[src/rtl/core/vep_pkg.sv]
// ----------------------------------------------------------------------------
// vep_pkg
// Shared types, codes and defaults of the VT52 escape sequence parser.
// ----------------------------------------------------------------------------
package vep_pkg;

  localparam int unsigned DefaultQueueDepth = 2;

  localparam int unsigned ColW   = 7;
  localparam int unsigned RowW   = 7;
  localparam int unsigned ByteW  = 8;
  localparam int unsigned OpW    = 3;
  localparam int unsigned CfgIdxW = 1;

  localparam logic [ColW-1:0] DefaultLastColumn = 7'd79;
  localparam logic [RowW-1:0] DefaultLastRow    = 7'd23;

  localparam logic [CfgIdxW-1:0] RegLastColumn = 1'b0;
  localparam logic [CfgIdxW-1:0] RegLastRow    = 1'b1;

  localparam logic [ByteW-1:0] CharNul   = 8'h00;
  localparam logic [ByteW-1:0] CharBs    = 8'h08;
  localparam logic [ByteW-1:0] CharHt    = 8'h09;
  localparam logic [ByteW-1:0] CharLf    = 8'h0A;
  localparam logic [ByteW-1:0] CharCr    = 8'h0D;
  localparam logic [ByteW-1:0] CharEsc   = 8'h1B;
  localparam logic [ByteW-1:0] CharSpace = 8'h20;
  localparam logic [ByteW-1:0] CharSlash = 8'h2F;
  localparam logic [ByteW-1:0] CharTilde = 8'h7E;
  localparam logic [ByteW-1:0] CharA     = 8'h41;
  localparam logic [ByteW-1:0] CharB     = 8'h42;
  localparam logic [ByteW-1:0] CharC     = 8'h43;
  localparam logic [ByteW-1:0] CharD     = 8'h44;
  localparam logic [ByteW-1:0] CharH     = 8'h48;
  localparam logic [ByteW-1:0] CharI     = 8'h49;
  localparam logic [ByteW-1:0] CharJ     = 8'h4A;
  localparam logic [ByteW-1:0] CharK     = 8'h4B;
  localparam logic [ByteW-1:0] CharY     = 8'h59;
  localparam logic [ByteW-1:0] CharZ     = 8'h5A;

  typedef enum logic [OpW-1:0] {
    OpSetCur  = 3'd0,
    OpPutCh   = 3'd1,
    OpScrUp   = 3'd2,
    OpScrDn   = 3'd3,
    OpClrEol  = 3'd4,
    OpClrRows = 3'd5,
    OpReply   = 3'd6
  } op_e;

  typedef enum logic [1:0] {
    EscNormal = 2'd0,
    EscSeen   = 2'd1,
    EscRow    = 2'd2,
    EscCol    = 2'd3
  } esc_e;

  typedef enum logic [2:0] {
    KindSetCur,
    KindPutCh,
    KindScrUp,
    KindScrDn,
    KindClrEol,
    KindClrJ,
    KindReply
  } kind_e;

  typedef struct packed {
    kind_e            kind;
    logic [ColW-1:0]  old_col;
    logic [ColW-1:0]  col;
    logic [RowW-1:0]  row;
    logic [ByteW-1:0] value;
  } pkt_t;

endpackage

[src/rtl/core/vep_if.sv]
// ----------------------------------------------------------------------------
// vep_if
// Valid/ready channels of the parser: received bytes, commands, register writes.
// ----------------------------------------------------------------------------
interface vep_rx_if;
  logic       valid;
  logic       ready;
  logic [7:0] rx_byte;
  modport source (output valid, output rx_byte, input ready);
  modport sink (input valid, input rx_byte, output ready);
endinterface

interface vep_cmd_if;
  logic       valid;
  logic       ready;
  logic [2:0] op;
  logic [6:0] col;
  logic [6:0] row;
  logic [7:0] value;
  logic       last;
  modport source (output valid, output op, output col, output row, output value,
                  output last, input ready);
  modport sink (input valid, input op, input col, input row, input value,
                input last, output ready);
endinterface

interface vep_cfg_if;
  logic       valid;
  logic       ready;
  logic       index;
  logic [6:0] data;
  modport source (output valid, output index, output data, input ready);
  modport sink (input valid, input index, input data, output ready);
endinterface

[src/rtl/core/vep_front.sv]
// ----------------------------------------------------------------------------
// vep_front
// Byte decoder: escape state, cursor, screen size; up to one packet per byte.
// ----------------------------------------------------------------------------
module vep_front (
  input  logic          clk_i,
  input  logic          rst_ni,
  vep_rx_if.sink        rx_i,
  vep_cfg_if.sink       cfg_i,
  output logic          push_valid_o,
  input  logic          push_ready_i,
  output vep_pkg::pkt_t push_pkt_o
);

  vep_pkg::esc_e esc_q, esc_d;
  logic [vep_pkg::ColW-1:0] col_q, col_d, last_col_q;
  logic [vep_pkg::RowW-1:0] row_q, row_d, latch_q, latch_d, last_row_q;
  logic [vep_pkg::ByteW-1:0] b;
  logic printable, push_en, accept;
  vep_pkg::kind_e kind;
  logic [7:0] col_inc, row_inc, tab_col, y_col;

  assign b         = rx_i.rx_byte;
  assign rx_i.ready = push_ready_i;
  assign accept    = rx_i.valid && push_ready_i;
  assign cfg_i.ready = 1'b1;
  assign printable = b inside {[vep_pkg::CharSpace:vep_pkg::CharTilde]};

  assign col_inc = {1'b0, col_q} + 8'd1;
  assign row_inc = {1'b0, row_q} + 8'd1;
  assign tab_col = {1'b0, col_q[6:3], 3'b000} + 8'd8;
  assign y_col   = b - vep_pkg::CharSpace;

  always_comb begin
    esc_d   = esc_q;
    col_d   = col_q;
    row_d   = row_q;
    latch_d = latch_q;
    kind    = vep_pkg::KindSetCur;
    push_en = 1'b1;
    if (b == vep_pkg::CharNul) begin
      push_en = 1'b0;
    end else if (printable && esc_q != vep_pkg::EscSeen) begin
      case (esc_q)
        vep_pkg::EscNormal: begin
          kind  = vep_pkg::KindPutCh;
          col_d = (col_inc > {1'b0, last_col_q}) ? '0 : col_inc[6:0];
        end
        vep_pkg::EscRow: begin
          latch_d = y_col[6:0];
          esc_d   = vep_pkg::EscCol;
          push_en = 1'b0;
        end
        default: begin
          col_d = (y_col > {1'b0, last_col_q}) ? last_col_q : y_col[6:0];
          row_d = (latch_q > last_row_q) ? last_row_q : latch_q;
          esc_d = vep_pkg::EscNormal;
        end
      endcase
    end else begin
      case (b)
        vep_pkg::CharCr: col_d = '0;
        vep_pkg::CharLf: begin
          if (row_inc > {1'b0, last_row_q}) begin
            row_d = last_row_q;
            kind  = vep_pkg::KindScrUp;
          end else begin
            row_d = row_inc[6:0];
          end
        end
        vep_pkg::CharBs: if (col_q != '0) col_d = col_q - 7'd1;
        vep_pkg::CharHt: col_d = (tab_col > {1'b0, last_col_q}) ? last_col_q : tab_col[6:0];
        vep_pkg::CharEsc: esc_d = vep_pkg::EscSeen;
        vep_pkg::CharA: begin
          esc_d = vep_pkg::EscNormal;
          if (row_q != '0) row_d = row_q - 7'd1;
        end
        vep_pkg::CharB: begin
          esc_d = vep_pkg::EscNormal;
          if (row_q < last_row_q) row_d = row_inc[6:0];
        end
        vep_pkg::CharC: begin
          esc_d = vep_pkg::EscNormal;
          if (col_q < last_col_q) col_d = col_inc[6:0];
        end
        vep_pkg::CharD: begin
          esc_d = vep_pkg::EscNormal;
          if (col_q != '0) col_d = col_q - 7'd1;
        end
        vep_pkg::CharH: begin
          esc_d = vep_pkg::EscNormal;
          col_d = '0;
          row_d = '0;
        end
        vep_pkg::CharI: begin
          esc_d = vep_pkg::EscNormal;
          if (row_q != '0) row_d = row_q - 7'd1;
          else kind = vep_pkg::KindScrDn;
        end
        vep_pkg::CharJ: begin
          esc_d = vep_pkg::EscNormal;
          kind  = (row_q < last_row_q) ? vep_pkg::KindClrJ : vep_pkg::KindClrEol;
        end
        vep_pkg::CharK: begin
          esc_d = vep_pkg::EscNormal;
          kind  = vep_pkg::KindClrEol;
        end
        vep_pkg::CharY: esc_d = vep_pkg::EscRow;
        vep_pkg::CharZ: begin
          esc_d = vep_pkg::EscNormal;
          kind  = vep_pkg::KindReply;
        end
        default: if (printable) esc_d = vep_pkg::EscNormal;
      endcase
    end
  end

  assign push_valid_o       = rx_i.valid && push_en;
  assign push_pkt_o.kind    = kind;
  assign push_pkt_o.old_col = col_q;
  assign push_pkt_o.col     = col_d;
  assign push_pkt_o.row     = row_d;
  assign push_pkt_o.value   = (kind == vep_pkg::KindPutCh) ? b : {1'b0, last_row_q};

  always_ff @(posedge clk_i or negedge rst_ni) begin
    if (!rst_ni) begin
      esc_q   <= vep_pkg::EscNormal;
      col_q   <= '0;
      row_q   <= '0;
      latch_q <= '0;
    end else if (accept) begin
      esc_q   <= esc_d;
      col_q   <= col_d;
      row_q   <= row_d;
      latch_q <= latch_d;
    end
  end

  always_ff @(posedge clk_i or negedge rst_ni) begin
    if (!rst_ni) begin
      last_col_q <= vep_pkg::DefaultLastColumn;
      last_row_q <= vep_pkg::DefaultLastRow;
    end else if (cfg_i.valid) begin
      case (cfg_i.index)
        vep_pkg::RegLastColumn: last_col_q <= cfg_i.data;
        vep_pkg::RegLastRow:    last_row_q <= cfg_i.data;
        default: ;
      endcase
    end
  end

endmodule

[src/rtl/core/vep_fifo.sv]
// ----------------------------------------------------------------------------
// vep_fifo
// Short packet queue between decoder and command sequencer.
// ----------------------------------------------------------------------------
module vep_fifo #(
  parameter int unsigned Depth = vep_pkg::DefaultQueueDepth
) (
  input  logic          clk_i,
  input  logic          rst_ni,
  input  logic          push_valid_i,
  output logic          push_ready_o,
  input  vep_pkg::pkt_t push_pkt_i,
  output logic          pop_valid_o,
  input  logic          pop_ready_i,
  output vep_pkg::pkt_t pop_pkt_o
);

  localparam int unsigned PtrW = (Depth > 1) ? $clog2(Depth) : 1;
  localparam int unsigned CntW = $clog2(Depth + 1);

  vep_pkg::pkt_t mem_q [Depth];
  logic [PtrW-1:0] wr_ptr_q, rd_ptr_q;
  logic [CntW-1:0] count_q;
  logic push, pop;

  assign push_ready_o = count_q != CntW'(Depth);
  assign pop_valid_o  = count_q != '0;
  assign pop_pkt_o    = mem_q[rd_ptr_q];
  assign push         = push_valid_i && push_ready_o;
  assign pop          = pop_valid_o && pop_ready_i;

  always_ff @(posedge clk_i or negedge rst_ni) begin
    if (!rst_ni) begin
      wr_ptr_q <= '0;
      rd_ptr_q <= '0;
      count_q  <= '0;
    end else begin
      if (push) wr_ptr_q <= (wr_ptr_q == PtrW'(Depth - 1)) ? '0 : wr_ptr_q + 1'b1;
      if (pop)  rd_ptr_q <= (rd_ptr_q == PtrW'(Depth - 1)) ? '0 : rd_ptr_q + 1'b1;
      if (push && !pop) count_q <= count_q + 1'b1;
      else if (pop && !push) count_q <= count_q - 1'b1;
    end
  end

  always_ff @(posedge clk_i) begin
    if (push) mem_q[wr_ptr_q] <= push_pkt_i;
  end

endmodule

[src/rtl/core/vep_back.sv]
// ----------------------------------------------------------------------------
// vep_back
// Command sequencer: expands one packet into one to four command words.
// ----------------------------------------------------------------------------
module vep_back (
  input  logic          clk_i,
  input  logic          rst_ni,
  input  logic          pop_valid_i,
  output logic          pop_ready_o,
  input  vep_pkg::pkt_t pop_pkt_i,
  vep_cmd_if.source     cmd_o
);

  logic [1:0] step_q, fin;
  logic load, is_last;
  vep_pkg::op_e op;
  logic [vep_pkg::ColW-1:0] col;
  logic [vep_pkg::RowW-1:0] row;
  logic [vep_pkg::ByteW-1:0] value;
  logic valid_q, last_q;
  vep_pkg::op_e op_q;
  logic [vep_pkg::ColW-1:0] col_q;
  logic [vep_pkg::RowW-1:0] row_q;
  logic [vep_pkg::ByteW-1:0] value_q;

  always_comb begin
    case (pop_pkt_i.kind)
      vep_pkg::KindSetCur: fin = 2'd0;
      vep_pkg::KindClrJ:   fin = 2'd2;
      vep_pkg::KindReply:  fin = 2'd3;
      default:             fin = 2'd1;
    endcase
  end

  assign is_last = step_q == fin;

  always_comb begin
    op    = vep_pkg::OpSetCur;
    col   = pop_pkt_i.col;
    row   = pop_pkt_i.row;
    value = '0;
    if (!is_last) begin
      case (pop_pkt_i.kind)
        vep_pkg::KindPutCh: begin
          op    = vep_pkg::OpPutCh;
          col   = pop_pkt_i.old_col;
          value = pop_pkt_i.value;
        end
        vep_pkg::KindScrUp: begin
          op  = vep_pkg::OpScrUp;
          col = '0;
          row = '0;
        end
        vep_pkg::KindScrDn: begin
          op  = vep_pkg::OpScrDn;
          col = '0;
          row = '0;
        end
        vep_pkg::KindClrEol: op = vep_pkg::OpClrEol;
        vep_pkg::KindClrJ: begin
          if (step_q == 2'd0) begin
            op = vep_pkg::OpClrEol;
          end else begin
            op    = vep_pkg::OpClrRows;
            col   = '0;
            row   = pop_pkt_i.row + 7'd1;
            value = pop_pkt_i.value;
          end
        end
        vep_pkg::KindReply: begin
          op  = vep_pkg::OpReply;
          col = '0;
          row = '0;
          case (step_q)
            2'd0:    value = vep_pkg::CharEsc;
            2'd1:    value = vep_pkg::CharSlash;
            default: value = vep_pkg::CharK;
          endcase
        end
        default: ;
      endcase
    end
  end

  assign load        = pop_valid_i && (!valid_q || cmd_o.ready);
  assign pop_ready_o = load && is_last;

  always_ff @(posedge clk_i or negedge rst_ni) begin
    if (!rst_ni) begin
      valid_q <= 1'b0;
      step_q  <= '0;
    end else if (load) begin
      valid_q <= 1'b1;
      step_q  <= is_last ? 2'd0 : step_q + 2'd1;
    end else if (cmd_o.ready) begin
      valid_q <= 1'b0;
    end
  end

  always_ff @(posedge clk_i) begin
    if (load) begin
      op_q    <= op;
      col_q   <= col;
      row_q   <= row;
      value_q <= value;
      last_q  <= is_last;
    end
  end

  assign cmd_o.valid = valid_q;
  assign cmd_o.op    = op_q;
  assign cmd_o.col   = col_q;
  assign cmd_o.row   = row_q;
  assign cmd_o.value = value_q;
  assign cmd_o.last  = last_q;

endmodule

[src/rtl/core/vt52_escape_parser_top.sv]
// ----------------------------------------------------------------------------
// vt52_escape_parser_top
// VT52 escape sequence parser with cursor tracking, emitting screen commands.
// ----------------------------------------------------------------------------
// rx_i  : received bytes, one word per byte; a zero byte is dropped.
// cmd_o : command words (op, col, row, value); last marks the final word of
//         the byte that caused them. Each byte yields at most four words.
// cfg_i : register writes, index 0 last_column, index 1 last_row; always
//         ready. They must be written only while the block is idle (unenforced).
// The decoder takes one byte per cycle while its packet queue has room.
// The sequencer issues one command word per cycle while cmd_o is ready,
// a byte's words in turn (four at most, for ESC Z); the sequencer sets the
// sustained rate. With an empty queue the first word of a byte passes the
// queue and the sequencer's output register before it shows on cmd_o.
// A stall on cmd_o holds the current word, fills the queue, then drops
// rx_i.ready. Reset clears the cursor, the escape state and the queue and
// loads last_column 79 and last_row 23.
// ----------------------------------------------------------------------------
module vt52_escape_parser_top #(
  parameter int unsigned QueueDepth = vep_pkg::DefaultQueueDepth
) (
  input  logic      clk_i,
  input  logic      rst_ni,
  vep_rx_if.sink    rx_i,
  vep_cfg_if.sink   cfg_i,
  vep_cmd_if.source cmd_o
);

  logic push_valid, push_ready, pop_valid, pop_ready;
  vep_pkg::pkt_t push_pkt, pop_pkt;

  vep_front u_front (
    .clk_i       (clk_i),
    .rst_ni      (rst_ni),
    .rx_i        (rx_i),
    .cfg_i       (cfg_i),
    .push_valid_o(push_valid),
    .push_ready_i(push_ready),
    .push_pkt_o  (push_pkt)
  );

  vep_fifo #(
    .Depth(QueueDepth)
  ) u_fifo (
    .clk_i       (clk_i),
    .rst_ni      (rst_ni),
    .push_valid_i(push_valid),
    .push_ready_o(push_ready),
    .push_pkt_i  (push_pkt),
    .pop_valid_o (pop_valid),
    .pop_ready_i (pop_ready),
    .pop_pkt_o   (pop_pkt)
  );

  vep_back u_back (
    .clk_i      (clk_i),
    .rst_ni     (rst_ni),
    .pop_valid_i(pop_valid),
    .pop_ready_o(pop_ready),
    .pop_pkt_i  (pop_pkt),
    .cmd_o      (cmd_o)
  );

endmodule

[src/flat_wrapper.sv]
// flat-port wrapper written by rule: the top's interface ports become plain ports
module vt52_escape_parser_top_flat 
#(
  parameter int unsigned QueueDepth = vep_pkg::DefaultQueueDepth
)
  (clk_i, rst_ni, rx_i_valid, rx_i_rx_byte, rx_i_ready, cfg_i_valid, cfg_i_index, cfg_i_data, cfg_i_ready, cmd_o_valid, cmd_o_op, cmd_o_col, cmd_o_row, cmd_o_value, cmd_o_last, cmd_o_ready);
  vep_rx_if rx_i_i ();
  vep_cfg_if cfg_i_i ();
  vep_cmd_if cmd_o_i ();
  input  logic clk_i;
  input  logic rst_ni;
  input wire logic [$bits(rx_i_i.valid)-1:0] rx_i_valid;
  input wire logic [$bits(rx_i_i.rx_byte)-1:0] rx_i_rx_byte;
  output wire logic [$bits(rx_i_i.ready)-1:0] rx_i_ready;
  input wire logic [$bits(cfg_i_i.valid)-1:0] cfg_i_valid;
  input wire logic [$bits(cfg_i_i.index)-1:0] cfg_i_index;
  input wire logic [$bits(cfg_i_i.data)-1:0] cfg_i_data;
  output wire logic [$bits(cfg_i_i.ready)-1:0] cfg_i_ready;
  output wire logic [$bits(cmd_o_i.valid)-1:0] cmd_o_valid;
  output wire logic [$bits(cmd_o_i.op)-1:0] cmd_o_op;
  output wire logic [$bits(cmd_o_i.col)-1:0] cmd_o_col;
  output wire logic [$bits(cmd_o_i.row)-1:0] cmd_o_row;
  output wire logic [$bits(cmd_o_i.value)-1:0] cmd_o_value;
  output wire logic [$bits(cmd_o_i.last)-1:0] cmd_o_last;
  input wire logic [$bits(cmd_o_i.ready)-1:0] cmd_o_ready;
  assign rx_i_i.valid = rx_i_valid;
  assign rx_i_i.rx_byte = rx_i_rx_byte;
  assign rx_i_ready = rx_i_i.ready;
  assign cfg_i_i.valid = cfg_i_valid;
  assign cfg_i_i.index = cfg_i_index;
  assign cfg_i_i.data = cfg_i_data;
  assign cfg_i_ready = cfg_i_i.ready;
  assign cmd_o_valid = cmd_o_i.valid;
  assign cmd_o_op = cmd_o_i.op;
  assign cmd_o_col = cmd_o_i.col;
  assign cmd_o_row = cmd_o_i.row;
  assign cmd_o_value = cmd_o_i.value;
  assign cmd_o_last = cmd_o_i.last;
  assign cmd_o_i.ready = cmd_o_ready;
  vt52_escape_parser_top #(.QueueDepth(QueueDepth)) u_core (.clk_i(clk_i), .rst_ni(rst_ni), .rx_i(rx_i_i), .cfg_i(cfg_i_i), .cmd_o(cmd_o_i));
endmodule
[config.mk]
export PLATFORM = sky130hd
export DESIGN_NAME = vt52_escape_parser_top_flat
export DESIGN_NICKNAME = d
export VERILOG_FILES = /design/src/rtl/core/vep_pkg.sv /design/src/rtl/core/vep_if.sv /design/src/rtl/core/vep_front.sv /design/src/rtl/core/vep_fifo.sv /design/src/rtl/core/vep_back.sv /design/src/rtl/core/vt52_escape_parser_top.sv /design/src/flat_wrapper.sv
export SDC_FILE = /design/constraint.sdc
export NUM_CORES = 1
export LEC_CHECK = 0
export BUFFER_PORTS_ARGS = -buffer_cell sky130_fd_sc_hd__buf_2
export CORE_MARGIN = 5
export CORE_UTILIZATION = 50
export DETAILED_ROUTE_END_ITERATION = 8
export PLACE_DENSITY = 0.81
export SLEW_MARGIN = 10
export SYNTH_ARGS = -nofsm -noshare
export SYNTH_HDL_FRONTEND = slang
export SYNTH_SLANG_ARGS = --single-unit
[constraint.sdc]
create_clock -name clk_i -period 3.1 [get_ports clk_i]
set_clock_uncertainty 0.15 [all_clocks]
set_input_delay 0.93 -clock clk_i [delete_from_list [all_inputs] [get_ports clk_i]]
set_output_delay 0.93 -clock clk_i [all_outputs]
set_load 0.02 [all_outputs]
==> flow_metrics.env <==
export IMPL_syn2layout_area_growth_pct=33.88
export IMPL_p_leak_uw=0.004930
export IMPL_critPathLaunchType="register"
export IMPL_via_count=7997
export IMPL_cp_arrival_ns=3.33
export IMPL_fin_hold_ws_ns=0.3721
export IMPL_slew_viol_final=0
export IMPL_htree_levels=4
export IMPL_gp_congestion=0.9829
export IMPL_ys_seq_elements=134
export IMPL_core_area_sq_mm=0.01724
export IMPL_finalSetupViolCount=13
export IMPL_viasPerCell=6.054
export IMPL_worstSetupEndpointType="register"
export IMPL_final_cell_mix="buf_4, edfxtp_1, nand2_1, ha_1, o21ai_0"
export IMPL_synth_edf_count=90
export IMPL_failed_checks="setup timing"
export IMPL_period_needed_ns=3.199
export IMPL_nets=1163
export IMPL_crit_type="register to register"
export IMPL_drc=0
export IMPL_syn_inst=864
export IMPL_required_ns=3.23
export IMPL_worst_pin_slew_ns=0.9901
export IMPL_grt_max_degree=38
export IMPL_ys_flop_type="edfxtp_1"
export IMPL_synth_seq_area_share_pct=43.45
export IMPL_powerDensity_mw_per_mm2=952.4
export IMPL_grt_usage_pct=25.42
export IMPL_tns_ns=-0.4266
export IMPL_max_slew_margin_rel_pct=33.99
export IMPL_hold_viol=0
export IMPL_setup_ws_ns=-0.09895
export IMPL_ir_worst_vdd_v=0.0005090
export IMPL_nFillCells=1260
export IMPL_rsz0062_at_grt="true"
export IMPL_status="complete, but fails checks"
export IMPL_async_reset_ff_share_pct=32.84
export IMPL_numCtsBuffers=17
export IMPL_antenna_found_initial=0
export IMPL_antennaDiodeCount=0
export IMPL_dp_slack_ns=-0.3365
export IMPL_ant_nets=0
export IMPL_start_util_pct=50.94
export IMPL_drive_gt1_share_pct=38.05
export IMPL_ys_warn_count=0
export IMPL_dieArea_sq_mm=0.02031
export IMPL_numPortBuffers=48
export IMPL_drv_cap=0
export IMPL_grt_pass1_vias=7638
export IMPL_dr_pass1_iters=6
export IMPL_ys_types=89
export IMPL_cts_clk_slew_worst_paths_ns=0.06
export IMPL_clkSinkCount=134
export IMPL_clk_insertion_delay_late_ns=0.43
export IMPL_netlist_area_sq_mm=0.008781
export IMPL_grt_overflow_total=0
export IMPL_fin_crit_sh_pct=103.2
export IMPL_cp_max_fo=4
export IMPL_utilization_pct=68.21
export IMPL_die_h_um=142.5
export IMPL_rows=48
export IMPL_clockRootBuffer="clkbuf_16"
export IMPL_cts_hold_buffers=0
export IMPL_die_x_um=142.5
export IMPL_grt_first_pass_wirelength_mm=40.53
export IMPL_cts_buffer_depth=2
export IMPL_max_freq_ghz=0.3126
export IMPL_avgSynthCellArea_sq_um=10.16
export IMPL_total_power_uw=11200
export IMPL_hold_path_class="register to register"
export IMPL_final_common_cell="buf_4"
export IMPL_cts_tree="done"
export IMPL_ios=50
export IMPL_wirelength_mm=26.17
export IMPL_routedWlPerCell_um=19.81
export IMPL_hpwl_mm=18.87
export IMPL_drt_iter0_drc=850
[synth_stat cells (11+ instances only)]
cell type	count	area, sq um
inv_1	42	157.7
mux2_2	20	225.2
nor3_1	14	70.07
edfxtp_1	90	2703
xnor2_1	14	122.6
a31oi_1	11	68.82
nor2_1	46	172.7
clkbuf_1	19	71.32
o211ai_1	12	90.09
o21ai_0	58	290.3
a21oi_1	52	260.3
xor2_1	11	96.34
ha_1	59	738.2
o22ai_1	15	93.84
nand3_1	38	190.2
mux2i_1	39	390.4
nand2_1	79	296.5
dfrtp_1	35	875.8
nor2b_1	11	68.82
[where the power goes]
group,total [uW],internal [uW],leakage [uW],switching [uW]
clock,2090,1220,0.000296,870
combinational,6010,2600,0.00326,3400
sequential,3100,2740,0.00137,360
[worst max-delay path, stage by stage (launching register included)]
cell	delay, ns
dfrtp_2	0.44
ha_2	0.23
nand4_1	0.19
xnor2_2	0.20
ha_1	0.31
and3_4	0.19
nand4b_1	0.19
nand2_2	0.17
buf_6	0.11
o21a_1	0.14
nand2_1	0.06
a32o_2	0.29
a222oi_1	0.39
[final cells by class]
type	count	area [sq um]	area share, %
clock buffers	17	425.4	3.619
inverters	43	171.4	1.458
repair buffers	236	1682	14.30
multi-input cells	651	5200	44.23
well taps	225	281.5	2.395
flip-flops and latches	134	3820	32.49
clock inverters	15	176.4	1.501
[final timing paths]
kind / startpoint / to / slack (ns) / cells after the start
min: u_core.u_fifo.count_q[1]$_DFFE_PN0P_ / u_core.u_fifo.count_q[1]$_DFFE_PN0P_ / 0.37 / 1
max reg2reg: u_core.u_front.col_q[3]$_DFFE_PN0P_ / u_core.u_front.col_q[2]$_DFFE_PN0P_ / -0.1 / 12
min reg2reg: u_core.u_fifo.count_q[1]$_DFFE_PN0P_ / u_core.u_fifo.count_q[1]$_DFFE_PN0P_ / 0.37 / 1
max in group asynchronous: rst_ni / u_core.u_front.latch_q[1]$_DFFE_PN0P_ / 1.57 / 2
min in group asynchronous: rst_ni / u_core.u_back.cmd_o.valid$_DFFE_PN0P_ / 0.51 / 1
max: u_core.u_front.col_q[3]$_DFFE_PN0P_ / u_core.u_front.col_q[2]$_DFFE_PN0P_ / -0.1 / 12
[flip-flops by register name, summed over array words and instances (netlist names)]
register / flops
u_core.u_back.cmd_o.op: 3
u_core.u_fifo.mem_q: 64
u_core.u_front.esc_q: 2
u_core.u_front.latch_q: 7
u_core.u_back.cmd_o.row: 7
u_core.u_front.last_row_q: 7
u_core.u_back.cmd_o.valid: 1
u_core.u_front.col_q: 7
u_core.u_back.step_q: 2
u_core.u_fifo.count_q: 2
u_core.u_fifo.wr_ptr_q: 1
u_core.u_back.cmd_o.col: 7
u_core.u_back.cmd_o.value: 8
u_core.u_back.cmd_o.last: 1
u_core.u_front.row_q: 7
u_core.u_front.last_col_q: 7
u_core.u_fifo.rd_ptr_q: 1
[routing by layer]
| metal | wire length [um] | track usage (%) | vias up |
|---|---|---|---|
| li1 | - | - | 3714 |
| met1 | 10950 | 34.95 | 3813 |
| met2 | 12510 | 40.80 | 405 |
| met3 | 2087 | 5.108 | 65 |
| met4 | 621 | 7.804 | 0 |
| met5 | 0 | 0 | - |
[logic make-up after synthesis]
kind of cell / share of synthesized area, %
other cells: 0.08553
fa+ha+maj: 8.407
flops: 43.45
buf+inv: 3.990
simple gates: 16.64
mux: 7.295
xor+xnor: 2.494
compound gates: 17.64
[what timing repair did]
item / CTS / global route
cloned: 0 / 1
resized for setup: 39 / 68
setup endpoints to repair: 33 / 40
pin swaps: 12 / 38
buffers inserted: 2 / 10
[per-stage QoR]
stage               cell area (sq um)  instances
floorplan                        8910        865
global placement                10540       1276
detailed placement              10540       1276
CTS                             11330       1310
global route                    11760       1321
finish                          11760       1321
Power figures use the tool's default switching activity.
